<file path="config.mk">
export PLATFORM = sky130hd
export DESIGN_NAME = sparse_run_sprite_clip_blit_top
export DESIGN_NICKNAME = d
export VERILOG_FILES = /design/src/hw/rtl/srscb_pkg.sv /design/src/hw/rtl/srscb_cfg.sv /design/src/hw/rtl/srscb_core.sv /design/src/hw/rtl/sparse_run_sprite_clip_blit_top.sv
export VERILOG_INCLUDE_DIRS = /design/src /design/src/hw/rtl
export SDC_FILE = /design/constraint.sdc
export NUM_CORES = 1
export LEC_CHECK = 0
export BUFFER_PORTS_ARGS = -buffer_cell sky130_fd_sc_hd__clkbuf_2
export CAP_MARGIN = 5
export CELL_PAD_IN_SITES_DETAIL_PLACEMENT = 0
export CELL_PAD_IN_SITES_GLOBAL_PLACEMENT = 1
export CORE_AREA = 3 3 268 270
export DETAILED_ROUTE_END_ITERATION = 12
export DIE_AREA = 0 0 271 273
export PLACE_DENSITY_LB_ADDON = 0.1
export SLEW_MARGIN = 5
export SYNTH_ARGS = -nofsm -noshare
export SYNTH_HDL_FRONTEND = slang
export SYNTH_SLANG_ARGS = --single-unit
</file>
<file path="constraint.sdc">
create_clock -name clk -period 9.2 [get_ports clk]
set_input_delay 0.92 -clock clk [delete_from_list [all_inputs] [get_ports clk]]
set_output_delay 0.92 -clock clk [all_outputs]
set_load 0.005 [all_outputs]
</file>
<file path="src/hw/rtl/sparse_run_sprite_clip_blit_top_defines.svh">
// ----------------------------------------------------------------------------
// sparse run sprite clip blit: assertion macros
// shared concurrent assertion forms, clocked on clk, quiet in reset
// ----------------------------------------------------------------------------
`ifndef SPARSE_RUN_SPRITE_CLIP_BLIT_TOP_DEFINES_SVH
`define SPARSE_RUN_SPRITE_CLIP_BLIT_TOP_DEFINES_SVH

// same-cycle implication
`define SRSCB_ASSERT_NOW(lbl, ante, cons) \
    lbl: assert property (@(posedge clk) disable iff (!rst_n) (ante) |-> (cons)) \
        else $error("srscb check failed");

// next-cycle implication
`define SRSCB_ASSERT_NEXT(lbl, ante, cons) \
    lbl: assert property (@(posedge clk) disable iff (!rst_n) (ante) |=> (cons)) \
        else $error("srscb check failed");

`endif

</file>
<file path="src/hw/rtl/srscb_pkg.sv">
// ----------------------------------------------------------------------------
// srscb_pkg
// shared types and constants of the sparse run sprite clip blitter
// ----------------------------------------------------------------------------
`timescale 1ns / 1ps

package srscb_pkg;

    localparam int WORD_W = 16;
    localparam int ADDR_W = 28;
    localparam int PADDR_W = 5;

    // register indexes (byte address bits 4:2)
    localparam logic [2:0] REG_OFFSET_X = 3'd0;
    localparam logic [2:0] REG_OFFSET_Y = 3'd1;
    localparam logic [2:0] REG_DST_WIDTH = 3'd2;
    localparam logic [2:0] REG_DST_HEIGHT = 3'd3;
    localparam logic [2:0] REG_DST_STRIDE = 3'd4;

    typedef struct packed {
        logic [WORD_W-1:0] word;
        logic              first_word;
    } in_t;

    typedef struct packed {
        logic [ADDR_W-1:0] dst_address;
        logic [WORD_W-1:0] pixel;
    } out_t;

    typedef struct packed {
        logic signed [16:0] offset_x;
        logic signed [16:0] offset_y;
        logic [11:0]        dst_width;
        logic [11:0]        dst_height;
        logic [15:0]        dst_stride;
    } cfg_t;

    typedef enum logic [5:0] {
        PH_IDLE    = 6'b000001,
        PH_SIZE_HI = 6'b000010,
        PH_COLUMN  = 6'b000100,
        PH_ROW     = 6'b001000,
        PH_LENGTH  = 6'b010000,
        PH_PIXELS  = 6'b100000
    } phase_t;

endpackage

</file>
<file path="src/hw/rtl/srscb_cfg.sv">
// ----------------------------------------------------------------------------
// srscb_cfg
// apb register file for offsets and destination geometry
// ----------------------------------------------------------------------------
`timescale 1ns / 1ps

module srscb_cfg
    import srscb_pkg::*;
(
    input  logic               clk,
    input  logic               rst_n,
    input  logic               psel,
    input  logic               penable,
    input  logic               pwrite,
    input  logic [PADDR_W-1:0] paddr,
    input  logic [31:0]        pwdata,
    output logic [31:0]        prdata,
    output logic               pready,
    output cfg_t               cfg
);

    cfg_t       cfg_reg;
    cfg_t       cfg_next;
    logic       wr_en;
    logic [2:0] reg_idx;

    assign pready  = 1'b1;
    assign wr_en   = psel && penable && pwrite;
    assign reg_idx = paddr[4:2];
    assign cfg     = cfg_reg;

    always_comb
    begin
        cfg_next = cfg_reg;
        if (wr_en)
        begin
            case (reg_idx)
                REG_OFFSET_X:   cfg_next.offset_x   = pwdata[16:0];
                REG_OFFSET_Y:   cfg_next.offset_y   = pwdata[16:0];
                REG_DST_WIDTH:  cfg_next.dst_width  = pwdata[11:0];
                REG_DST_HEIGHT: cfg_next.dst_height = pwdata[11:0];
                REG_DST_STRIDE: cfg_next.dst_stride = pwdata[15:0];
                default:        cfg_next = cfg_reg;
            endcase
        end
    end

    always_comb
    begin
        case (reg_idx)
            REG_OFFSET_X:   prdata = {{15{cfg_reg.offset_x[16]}}, cfg_reg.offset_x};
            REG_OFFSET_Y:   prdata = {{15{cfg_reg.offset_y[16]}}, cfg_reg.offset_y};
            REG_DST_WIDTH:  prdata = {20'd0, cfg_reg.dst_width};
            REG_DST_HEIGHT: prdata = {20'd0, cfg_reg.dst_height};
            REG_DST_STRIDE: prdata = {16'd0, cfg_reg.dst_stride};
            default:        prdata = 32'd0;
        endcase
    end

    always_ff @(posedge clk or negedge rst_n)
    begin
        if (!rst_n)
        begin
            cfg_reg <= '0;
        end
        else
        begin
            cfg_reg <= cfg_next;
        end
    end

endmodule

</file>
<file path="src/hw/rtl/srscb_core.sv">
// ----------------------------------------------------------------------------
// srscb_core
// stream parser state and per-word clip and address logic
// ----------------------------------------------------------------------------
`timescale 1ns / 1ps

module srscb_core
    import srscb_pkg::*;
(
    input  logic clk,
    input  logic rst_n,
    input  logic step,
    input  in_t  item,
    input  cfg_t cfg,
    output logic produce,
    output out_t result
);

    phase_t            phase_reg, phase_next;
    logic [31:0]       stream_length_reg, stream_length_next;
    logic [31:0]       words_seen_reg, words_seen_next;
    logic [18:0]       run_column_reg, run_column_next;
    logic [15:0]       pixels_left_reg, pixels_left_next;
    logic [ADDR_W-1:0] row_base_reg, row_base_next;
    logic              row_inside_reg, row_inside_next;

    logic [WORD_W-1:0] w;
    logic [31:0]       ws_inc;
    logic [17:0]       row_pos;
    logic              row_ok;
    logic              col_ok;
    logic [ADDR_W-1:0] row_prod;

    assign w      = item.word;
    assign ws_inc = words_seen_reg + 32'd1;

    // row position and its product with the stride
    assign row_pos  = {2'b00, w} + {cfg.offset_y[16], cfg.offset_y};
    assign row_ok   = !row_pos[17] && (row_pos[16:0] < {5'd0, cfg.dst_height});
    assign row_prod = row_pos[11:0] * cfg.dst_stride;

    // column check against both edges
    assign col_ok = !run_column_reg[18] && (run_column_reg[17:0] < {6'd0, cfg.dst_width});

    assign produce = !item.first_word && (phase_reg == PH_PIXELS) && row_inside_reg && col_ok;
    assign result.dst_address = row_base_reg + {16'd0, run_column_reg[11:0]};
    assign result.pixel       = w;

    always_comb
    begin
        phase_next         = phase_reg;
        stream_length_next = stream_length_reg;
        words_seen_next    = words_seen_reg;
        run_column_next    = run_column_reg;
        pixels_left_next   = pixels_left_reg;
        row_base_next      = row_base_reg;
        row_inside_next    = row_inside_reg;
        if (item.first_word)
        begin
            stream_length_next = {16'd0, w};
            words_seen_next    = 32'd1;
            phase_next         = PH_SIZE_HI;
        end
        else
        begin
            case (phase_reg)
                PH_IDLE:
                begin
                    phase_next = PH_IDLE;
                end
                PH_SIZE_HI:
                begin
                    stream_length_next = stream_length_reg | {w, 16'd0};
                    words_seen_next    = ws_inc;
                    phase_next         = PH_COLUMN;
                end
                PH_COLUMN:
                begin
                    if (words_seen_reg >= stream_length_reg)
                    begin
                        phase_next = PH_IDLE;
                    end
                    else
                    begin
                        run_column_next = {3'b000, w} + {{2{cfg.offset_x[16]}}, cfg.offset_x};
                        words_seen_next = ws_inc;
                        phase_next      = PH_ROW;
                    end
                end
                PH_ROW:
                begin
                    row_inside_next = row_ok;
                    row_base_next   = row_ok ? row_prod : '0;
                    words_seen_next = ws_inc;
                    phase_next      = PH_LENGTH;
                end
                PH_LENGTH:
                begin
                    pixels_left_next = w;
                    words_seen_next  = ws_inc;
                    phase_next       = (w == 16'd0) ? PH_COLUMN : PH_PIXELS;
                end
                PH_PIXELS:
                begin
                    run_column_next  = run_column_reg + 19'd1;
                    words_seen_next  = ws_inc;
                    pixels_left_next = pixels_left_reg - 16'd1;
                    if (pixels_left_reg == 16'd1)
                    begin
                        phase_next = PH_COLUMN;
                    end
                end
                default:
                begin
                    phase_next = PH_IDLE;
                end
            endcase
        end
    end

    always_ff @(posedge clk or negedge rst_n)
    begin
        if (!rst_n)
        begin
            phase_reg         <= PH_IDLE;
            stream_length_reg <= '0;
            words_seen_reg    <= '0;
            run_column_reg    <= '0;
            pixels_left_reg   <= '0;
            row_base_reg      <= '0;
            row_inside_reg    <= 1'b0;
        end
        else if (step)
        begin
            phase_reg         <= phase_next;
            stream_length_reg <= stream_length_next;
            words_seen_reg    <= words_seen_next;
            run_column_reg    <= run_column_next;
            pixels_left_reg   <= pixels_left_next;
            row_base_reg      <= row_base_next;
            row_inside_reg    <= row_inside_next;
        end
    end

endmodule

</file>
<file path="src/hw/rtl/sparse_run_sprite_clip_blit_top.sv">
// ----------------------------------------------------------------------------
// sparse_run_sprite_clip_blit_top: sparse run sprite clipper and blitter
// a kept pixel passes the input register, then the result register, to out_valid
// throughput: one word per cycle unless out_ready stalls; single parse stage
// reset: asynchronous rst_n clears parser state, config registers and both valids
// ----------------------------------------------------------------------------
`timescale 1ns / 1ps
`include "sparse_run_sprite_clip_blit_top_defines.svh"

module sparse_run_sprite_clip_blit_top
    import srscb_pkg::*;
(
    input  logic               clk,
    input  logic               rst_n,
    // stream word channel
    input  logic               in_valid,
    output logic               in_ready,
    input  in_t                in_data,
    // pixel write channel
    output logic               out_valid,
    input  logic               out_ready,
    output out_t               out_data,
    // configuration port
    input  logic               psel,
    input  logic               penable,
    input  logic               pwrite,
    input  logic [PADDR_W-1:0] paddr,
    input  logic [31:0]        pwdata,
    output logic [31:0]        prdata,
    output logic               pready
);

    // input register: holds one accepted word until the parse stage takes it
    logic s1_valid_reg, s1_valid_next;
    in_t  s1_reg;

    // result register: one pending pixel write
    logic out_valid_reg, out_valid_next;
    out_t out_data_reg;

    cfg_t cfg;
    logic advance;
    logic produce;
    out_t result;

    // word leaves the input register whenever the result slot is free or drains
    assign advance  = s1_valid_reg && (!out_valid_reg || out_ready);
    // new word may enter while the previous one moves on in the same cycle
    assign in_ready = !s1_valid_reg || advance;

    assign out_valid = out_valid_reg;
    assign out_data  = out_data_reg;

    srscb_cfg u_cfg (
        .clk     (clk),
        .rst_n   (rst_n),
        .psel    (psel),
        .penable (penable),
        .pwrite  (pwrite),
        .paddr   (paddr),
        .pwdata  (pwdata),
        .prdata  (prdata),
        .pready  (pready),
        .cfg     (cfg)
    );

    // parser, clip test and address generation in one pass
    srscb_core u_core (
        .clk     (clk),
        .rst_n   (rst_n),
        .step    (advance),
        .item    (s1_reg),
        .cfg     (cfg),
        .produce (produce),
        .result  (result)
    );

    always_comb
    begin
        if (in_valid && in_ready)
        begin
            s1_valid_next = 1'b1;
        end
        else if (advance)
        begin
            s1_valid_next = 1'b0;
        end
        else
        begin
            s1_valid_next = s1_valid_reg;
        end
    end

    always_comb
    begin
        if (advance)
        begin
            // words that drop or carry headers leave the slot empty
            out_valid_next = produce;
        end
        else if (out_ready)
        begin
            out_valid_next = 1'b0;
        end
        else
        begin
            out_valid_next = out_valid_reg;
        end
    end

    always_ff @(posedge clk or negedge rst_n)
    begin
        if (!rst_n)
        begin
            s1_valid_reg  <= 1'b0;
            out_valid_reg <= 1'b0;
        end
        else
        begin
            s1_valid_reg  <= s1_valid_next;
            out_valid_reg <= out_valid_next;
        end
    end

    // payload registers, no reset
    always_ff @(posedge clk)
    begin
        if (in_valid && in_ready)
        begin
            s1_reg <= in_data;
        end
        if (advance && produce)
        begin
            out_data_reg <= result;
        end
    end

    // accepted word always lands in the input register
    `SRSCB_ASSERT_NEXT(a_in_capture, in_valid && in_ready, s1_valid_reg)
    // a held word stays put while the result side is blocked
    `SRSCB_ASSERT_NEXT(a_s1_hold, s1_valid_reg && !advance, s1_valid_reg && $stable(s1_reg))
    // a kept pixel carries the word that produced it
    `SRSCB_ASSERT_NEXT(a_pixel_match, advance && produce,
        out_valid_reg && (out_data_reg.pixel == $past(s1_reg.word)))
    // a pixel never appears without a parse step behind it
    `SRSCB_ASSERT_NOW(a_out_source, $rose(out_valid_reg), $past(advance))

endmodule
</file>
==> summary.md, run 1 <==
| Metric | Value |
|---|---|
| CP max FO | `9` |
| Core footprint | `69800 sq um` |
| Max FFs per register | `74` |
| Number of routed nets with antenna violations | `0` |
| CP delay by family, top | `adder cells` |
| Clock Skews | `0.0290 ns` |
| Reg area | `7090 sq um` |
| Share of layout cells above drive strength 1 | `13.8%` |
| Syn avg cell area | `roughly 9.5 sq um` |
| Final setup viols | `0` |
| Primary FF master, synth | `dfrtp_1` |
| Status | `complete, no violations` |
| Post-synthesis sequential area ratio | `32.8%` |
| HP Class | `in -> async` |
| Post-Syn Area | `21600 sq um` |
| Final Instance Area | `24400 sq um` |
| Die Span Y | `between 200 and 300 um` |
| Global route total overflow | `0` |
| Fillcell total | `7177` |
| Max-cap violations | `0` |
| Fin crit share | `88.6%` |
| Synth cell types | `86` |
| Total Wirelength | `68.3 mm` |
| Number of flops mapped to enable cells by yosys | `61` |
| DRT iter0 DRCs | `911` |
| Cell mode on critical path | `fa_1` |
| Critical path class | `reg -> reg` |
| Slew margin rel. | `between 15 and 20%` |
| Count leader, synth | `inv_1` |
| Yosys reg bits | `271` |
| GP Congestion | `between 0.8 and 0.9` |
| VDD IR-drop max | `a little over 0.0005 V` |
| Synth top area cells | `dfrtp_1 24%, fa_1 13%, ha_1 9.7%` |
| Drt drc | `0` |
| Top cell type's share of synthesized area | `24.2%` |
| Vias in the first global route | `17100` |
| Area grow syn2layout | `13.0%` |
| Drt wl/cell | `20.4 um` |
| Die ar. | `74000 sq um` |
| Post-Synthesis Cells | `2280` |
| TritonCTS clock tree | `done` |
| Unrepaired setup endpoints after global routing | `no` |
| Multi-input gate area | `roughly 13000 sq um` |
| Top post-synthesis cells by count | `274 x inv_1, 249 x nand2_1, 209 x dfrtp_1` |
| Initial antenna violation count | `3` |
| Io pins | `140` |
| Crit path largest cell delay | `0.95 ns` |
| Die width | `271 um` |
| Number of core rows | `97` |
| Ys Warns | `0` |
| Clock Path Buffers | `3` |
| Leak pwr | `0.0114 uW` |
| Hold Violations, Final | `0` |
| Input/output buffers | `approximately 120` |
| HPWL after DPL | `approximately 50 mm` |
| Clk root buf | `clkbuf_16` |
| DRT Pass-1 Iters | `5` |
| DR vias | `about 17000` |
| CP required | `9.68 ns` |
| Slowest-stage cell, CP | `xnor2_1` |
| Clock Sinks | `271` |
| CP startpoint kind | `flop` |
| CTS H-tree lvls | `2` |
| Syn nets | `2652` |
| Clk_lat worst skew | `0.56 ns` |
| Via/cell ratio | `5.02` |
| Worst-Margin Slew | `1.22 ns` |
| Placed cells | `3271` |
| Layout Nets | `2742` |
| Hold_buf cts | `0` |
| Final Non-Filler Cells | `approximately 3300` |
| Pin count of the biggest net entering global routing | `79` |
| F_max | `0.123 GHz` |
| Post-synth top area cell | `dfrtp_1` |
| Cts bufs inserted | `37` |
| First-pass GRT wire length | `106 mm` |
| Global Route Usage Sum | `about a fifth` |
| CP arrival | `8.63 ns` |
| Placed cell area | `23200 sq um` |
| Buf/Inv on CP | `3` |
| Asr flop ratio synth | `77.5%` |
| Postcts setup bufs | `0` |
| Fin. max-slew vios | `0` |
| Clk slew on worst S/H paths | `0.07 ns` |
| Setup TNS | `0 ns` |
| Time the worst path needs with I/O delays and setup | `~8 ns` |
| CP Capture Type | `flop` |
| Starting density of the core | `between 30% and 40%` |
| PD cells | `418 nW/um^2` |
| Cts repair resizes | `0` |
| Tot Pwr | `10200 uW` |
cell families after synthesis:
logic type,Yosys count,share of synthesized area [%]
buffers and inverters,383,7.12
muxes,84,4.26
adders and majority gates,311,23.0
and+or+nand+nor,672,15.3
xor gates and xnor gates,67,2.72
DFF,271,32.8
AOI/OAI and AO/OA,491,14.7
other,1,0.0174
worst paths after layout:
| check | from | endpoint | slack (ns) | depth (start not counted) |
|---|---|---|---|---|
| max reg2reg | s1_reg[3] | u_core.row_base_reg[20] | 1.05 | 26 |
| max in group asynchronous | rst_n | u_cfg.cfg[49] | 7.25 | 2 |
| min reg2reg | u_core.stream_length_reg[0] | u_core.stream_length_reg[0] | 0.48 | 2 |
| min | rst_n | u_core.row_base_reg[27] | 0.34 | 1 |
| min in group clk | u_core.stream_length_reg[0] | u_core.stream_length_reg[0] | 0.48 | 2 |
| max | s1_reg[3] | u_core.row_base_reg[20] | 1.05 | 26 |
final cells by class:
class,count,share of cell area [%]
multi-input cells,1626,53.3
diodes,1,0.0103
clock buffers,50,4.16
inverters,274,4.21
flip-flops and latches,271,29.0
well taps,940,4.82
clock inverters,18,0.692
repair buffers,160,3.72
worst reg2reg max path, stage by stage (launching register included):
cell,delay (ns)
edfxtp_1,0.47
ha_1,0.41
o21ai_0,0.14
o21ai_1,0.18
a31o_2,0.20
a21o_1,0.14
a21o_1,0.11
a21oi_1,0.07
xnor2_1,0.95
nand2_1,0.21
fa_1,0.56
fa_1,0.55
inv_1,0.06
fa_1,0.52
fa_1,0.55
inv_1,0.06
fa_1,0.53
inv_1,0.04
ha_1,0.36
o21ai_0,0.14
nor3_1,0.18
a21oi_1,0.13
a21oi_1,0.29
and2_1,0.17
o21ai_0,0.07
a2111oi_0,0.74
a22o_1,0.23
stage by stage:
step,hold slack (ns),utilization [%],setup slack [ns]
6_report,0.337,35.0,1.05
3_5_place_dp,0.475,33.3,1.08
2_1_floorplan,0.441,-,1.85
4_1_cts,0.352,35.0,1.06
3_3_place_gp,0.471,33.3,1.10
5_1_grt,0.382,35.0,0.520
report_power, final:
group	switching, uW	internal [uW]
clock network	602	839
logic	4230	2890
registers	262	1380
per-layer routing:
layer,up-vias,global-route usage (%),routed length (um)
met5,-,0,25
li1,8043,-,-
met1,8323,26.1,32300
met4,4,6.25,2300
met3,92,2.99,2950
met2,310,29.3,30700
placed cells by master (no fill, tap or decap), drive strengths merged, types with 32 or more instances in the layout:
cell type	instances
mux2	63
nand2	250
clkbuf	170
nor2	117
a21oi	121
ha	168
xnor2	48
and2	72
nand3	48
a21o	35
nor3	33
a22oi	32
dfrtp	209
fa	143
inv	276
edfxtp	61
o21ai	132
buf	40
Power figures use the tool's default switching activity.
==> run 2, diff against run 1 <==
- CORE_AREA: 3 3 268 270 -> 3 3 273 275
- DIE_AREA: 0 0 271 273 -> 0 0 276 278
==> run 2 against run 1 <==
Wire length about the same. Clock power barely moved. Flip-flop and latch count stayed put. Sequential power about the same. Non-clock buffer count up 4. Combinational power about the same. Core utilization fell by 1.2 points. Die area is 3.7% higher. Maximum frequency rose by 0.55%. Total power about the same. Setup slack better by 0.044 ns. Cell area is 0.49% higher. Critical path type unchanged. Critical endpoint unchanged. Largest power group unchanged.
==> summary.md, run 2 (same netlist as run 1, synthesis figures left out) <==
| Metric | Value |
|---|---|
| Critical path class | `reg -> reg` |
| Final Instance Area | `24500 sq um` |
| Layout Nets | `2746` |
| Crit path largest cell delay | `0.81 ns` |
| Initial antenna violation count | `3` |
| Setup TNS | `0 ns` |
| Global Route Usage Sum | `17.7%` |
| DRT Pass-1 Iters | `5` |
| Drt drc | `0` |
| R2R depth | `27` |
| HP Class | `in -> async` |
| Status | `complete, no violations` |
| GP Congestion | `0.795` |
| Setup crit end | `u_core.row_base_reg[20]` |
| Clock power frac | `between 10% and 20%` |
| Worst setup path start | `s1_reg[1]` |
| Clock Skews | `just over 0.04 ns` |
| Input/output buffers | `about 120` |
| Starting density of the core | `29.7%` |
| Max FFs per register | `74` |
| Total Wirelength | `around 68 mm` |
| CP max FO | `16` |
| Postcts setup bufs | `0` |
| Sw Ratio | `49.7%` |
| Slew margin rel. | `between 15 and 20%` |
| DR vias | `between 15000 and 20000` |
| CP arrival | `8.59 ns` |
| First-pass GRT wire length | `about 110 mm` |
| Clock Sinks | `271` |
| F_max | `0.123 GHz` |
| Worst-Margin Slew | `1.20 ns` |
| Clk root buf | `clkbuf_16` |
| Cell mode on critical path | `fa_1` |
| Worst r2r src | `s1_reg[1]` |
| Time the worst path needs with I/O delays and setup | `8.10 ns` |
| Number of routed nets with antenna violations | `0` |
| Hold Violations, Final | `0` |
| Commonest non-fill, non-tap cell in the layout | `inv_1` |
| Cts bufs inserted | `37` |
| Die width | `276 um` |
| Clk slew on worst S/H paths | `around 0.06 ns` |
| R2R Setup Slk | `~1.1 ns` |
| Seq pwr share | `16.1%` |
| Share of layout cells above drive strength 1 | `approximately 14%` |
| Vias in the first global route | `17100` |
| Cts repair resizes | `0` |
| Placed cell area | `around 23000 sq um` |
| DRT iter0 DRCs | `~1000` |
| Fin crit share | `between 80% and 90%` |
| Slowest-stage cell, CP | `a2111oi_0` |
| Clk_lat worst skew | `0.57 ns` |
| HPWL after DPL | `between 50 and 60 mm` |
| PD cells | `416 nW/um^2` |
| CP Capture Type | `flop` |
| Internal Power | `5140 uW` |
| Leak pwr | `0.0115 uW` |
| Combinational Power Share | `69.6%` |
| Commonest non-fill, non-tap cells in the layout | `274 x inv_1, 249 x nand2_1, 209 x dfrtp_1, 168 x ha_1, 143 x fa_1` |
| Ant diodes | `0` |
| Core footprint | `approximately 73000 sq um` |
| Pin count of the biggest net entering global routing | `96` |
| Max-cap violations | `0` |
| Fin. max-slew vios | `0` |
| Die ar. | `76700 sq um` |
| Hold_buf cts | `0` |
| CTS H-tree lvls | `2` |
| Clock Path Buffers | `3` |
| Area grow syn2layout | `13.6%` |
| Global route total overflow | `0` |
| CP startpoint kind | `flop` |
| Worst r2r dst | `u_core.row_base_reg[20]` |
| VDD IR-drop max | `0.000559 V` |
| Psw | `around 5000 uW` |
| Io pins | `140` |
| TritonCTS clock tree | `done` |
| CP required | `9.68 ns` |
| Die Span Y | `278 um` |
| Unrepaired setup endpoints after global routing | `no` |
| Drt wl/cell | `about 20 um` |
| Via/cell ratio | `4.98` |
| Number of core rows | `99` |
| Final setup viols | `0` |
[run 2: stage by stage]
| stage | setup WS, ns | utilization [%] | total power (uW) | hold WS, ns | instances |
|---|---|---|---|---|---|
| 2_1_floorplan | 1.85 | - | 6900 | 0.441 | 2280 |
| 3_3_place_gp | 1.15 | 32.1 | 8900 | 0.468 | 3294 |
| 3_5_place_dp | 1.11 | 32.1 | 8880 | 0.468 | 3294 |
| 4_1_cts | 1.06 | 33.8 | 10500 | 0.403 | 3360 |
| 5_1_grt | 0.573 | 33.8 | 11500 | 0.412 | 3360 |
| 6_report | 1.10 | 33.8 | 10200 | 0.346 | 3360 |
[run 2: how the worst min path moves through the flow]
stage                                     start                      end  slack (ns)  cells past startpoint
after floorplan           u_core.row_inside_reg    u_core.row_inside_reg        0.44                      1
after detailed placement  u_core.row_inside_reg    u_core.row_inside_reg        0.47                      1
final                                     rst_n  u_core.row_base_reg[27]        0.35                      1
after global routing                      rst_n  u_core.row_base_reg[27]        0.41                      1
after CTS                                 rst_n  u_core.row_base_reg[27]        0.40                      1
after global placement    u_core.row_inside_reg    u_core.row_inside_reg        0.47                      1
[run 2: worst max-delay path: cells and delay by family (launching register included)]
kind / cells / cell delay [ns]
and+or+nand+nor: 3 / 0.47
AOI/OAI and AO/OA: 10 / 2.67
xor gates and xnor gates: 1 / 0.18
DFF: 1 / 0.46
adders and majority gates: 8 / 3.72
buffers and inverters: 5 / 0.52
[run 2: routing by layer]
metal	GRT usage [%]	share of wire, %
met4	5.08	2.7
met2	27.8	44
met5	0	0
met1	25.7	49
met3	2.07	3.5
[run 2: area by class of cell]
type                       instances  area [sq um]
clock buffer                      51          1040
clock inverter                    15           206
fill                            7584         48100
inverter                         274          1030
multi-input combinational       1626         13000
sequential                       271          7090
tap                              959          1200
timing repair buffer             164           938
[run 2: power by group through the flow]
stage	sequential (uW)	clock (uW)	combinational [uW]
2_1_floorplan	1510	0	5400
3_3_place_gp	1660	0	7240
3_5_place_dp	1670	0	7210
4_1_cts	1640	1530	7280
5_1_grt	1660	1570	8270
6_report	1640	1470	7100
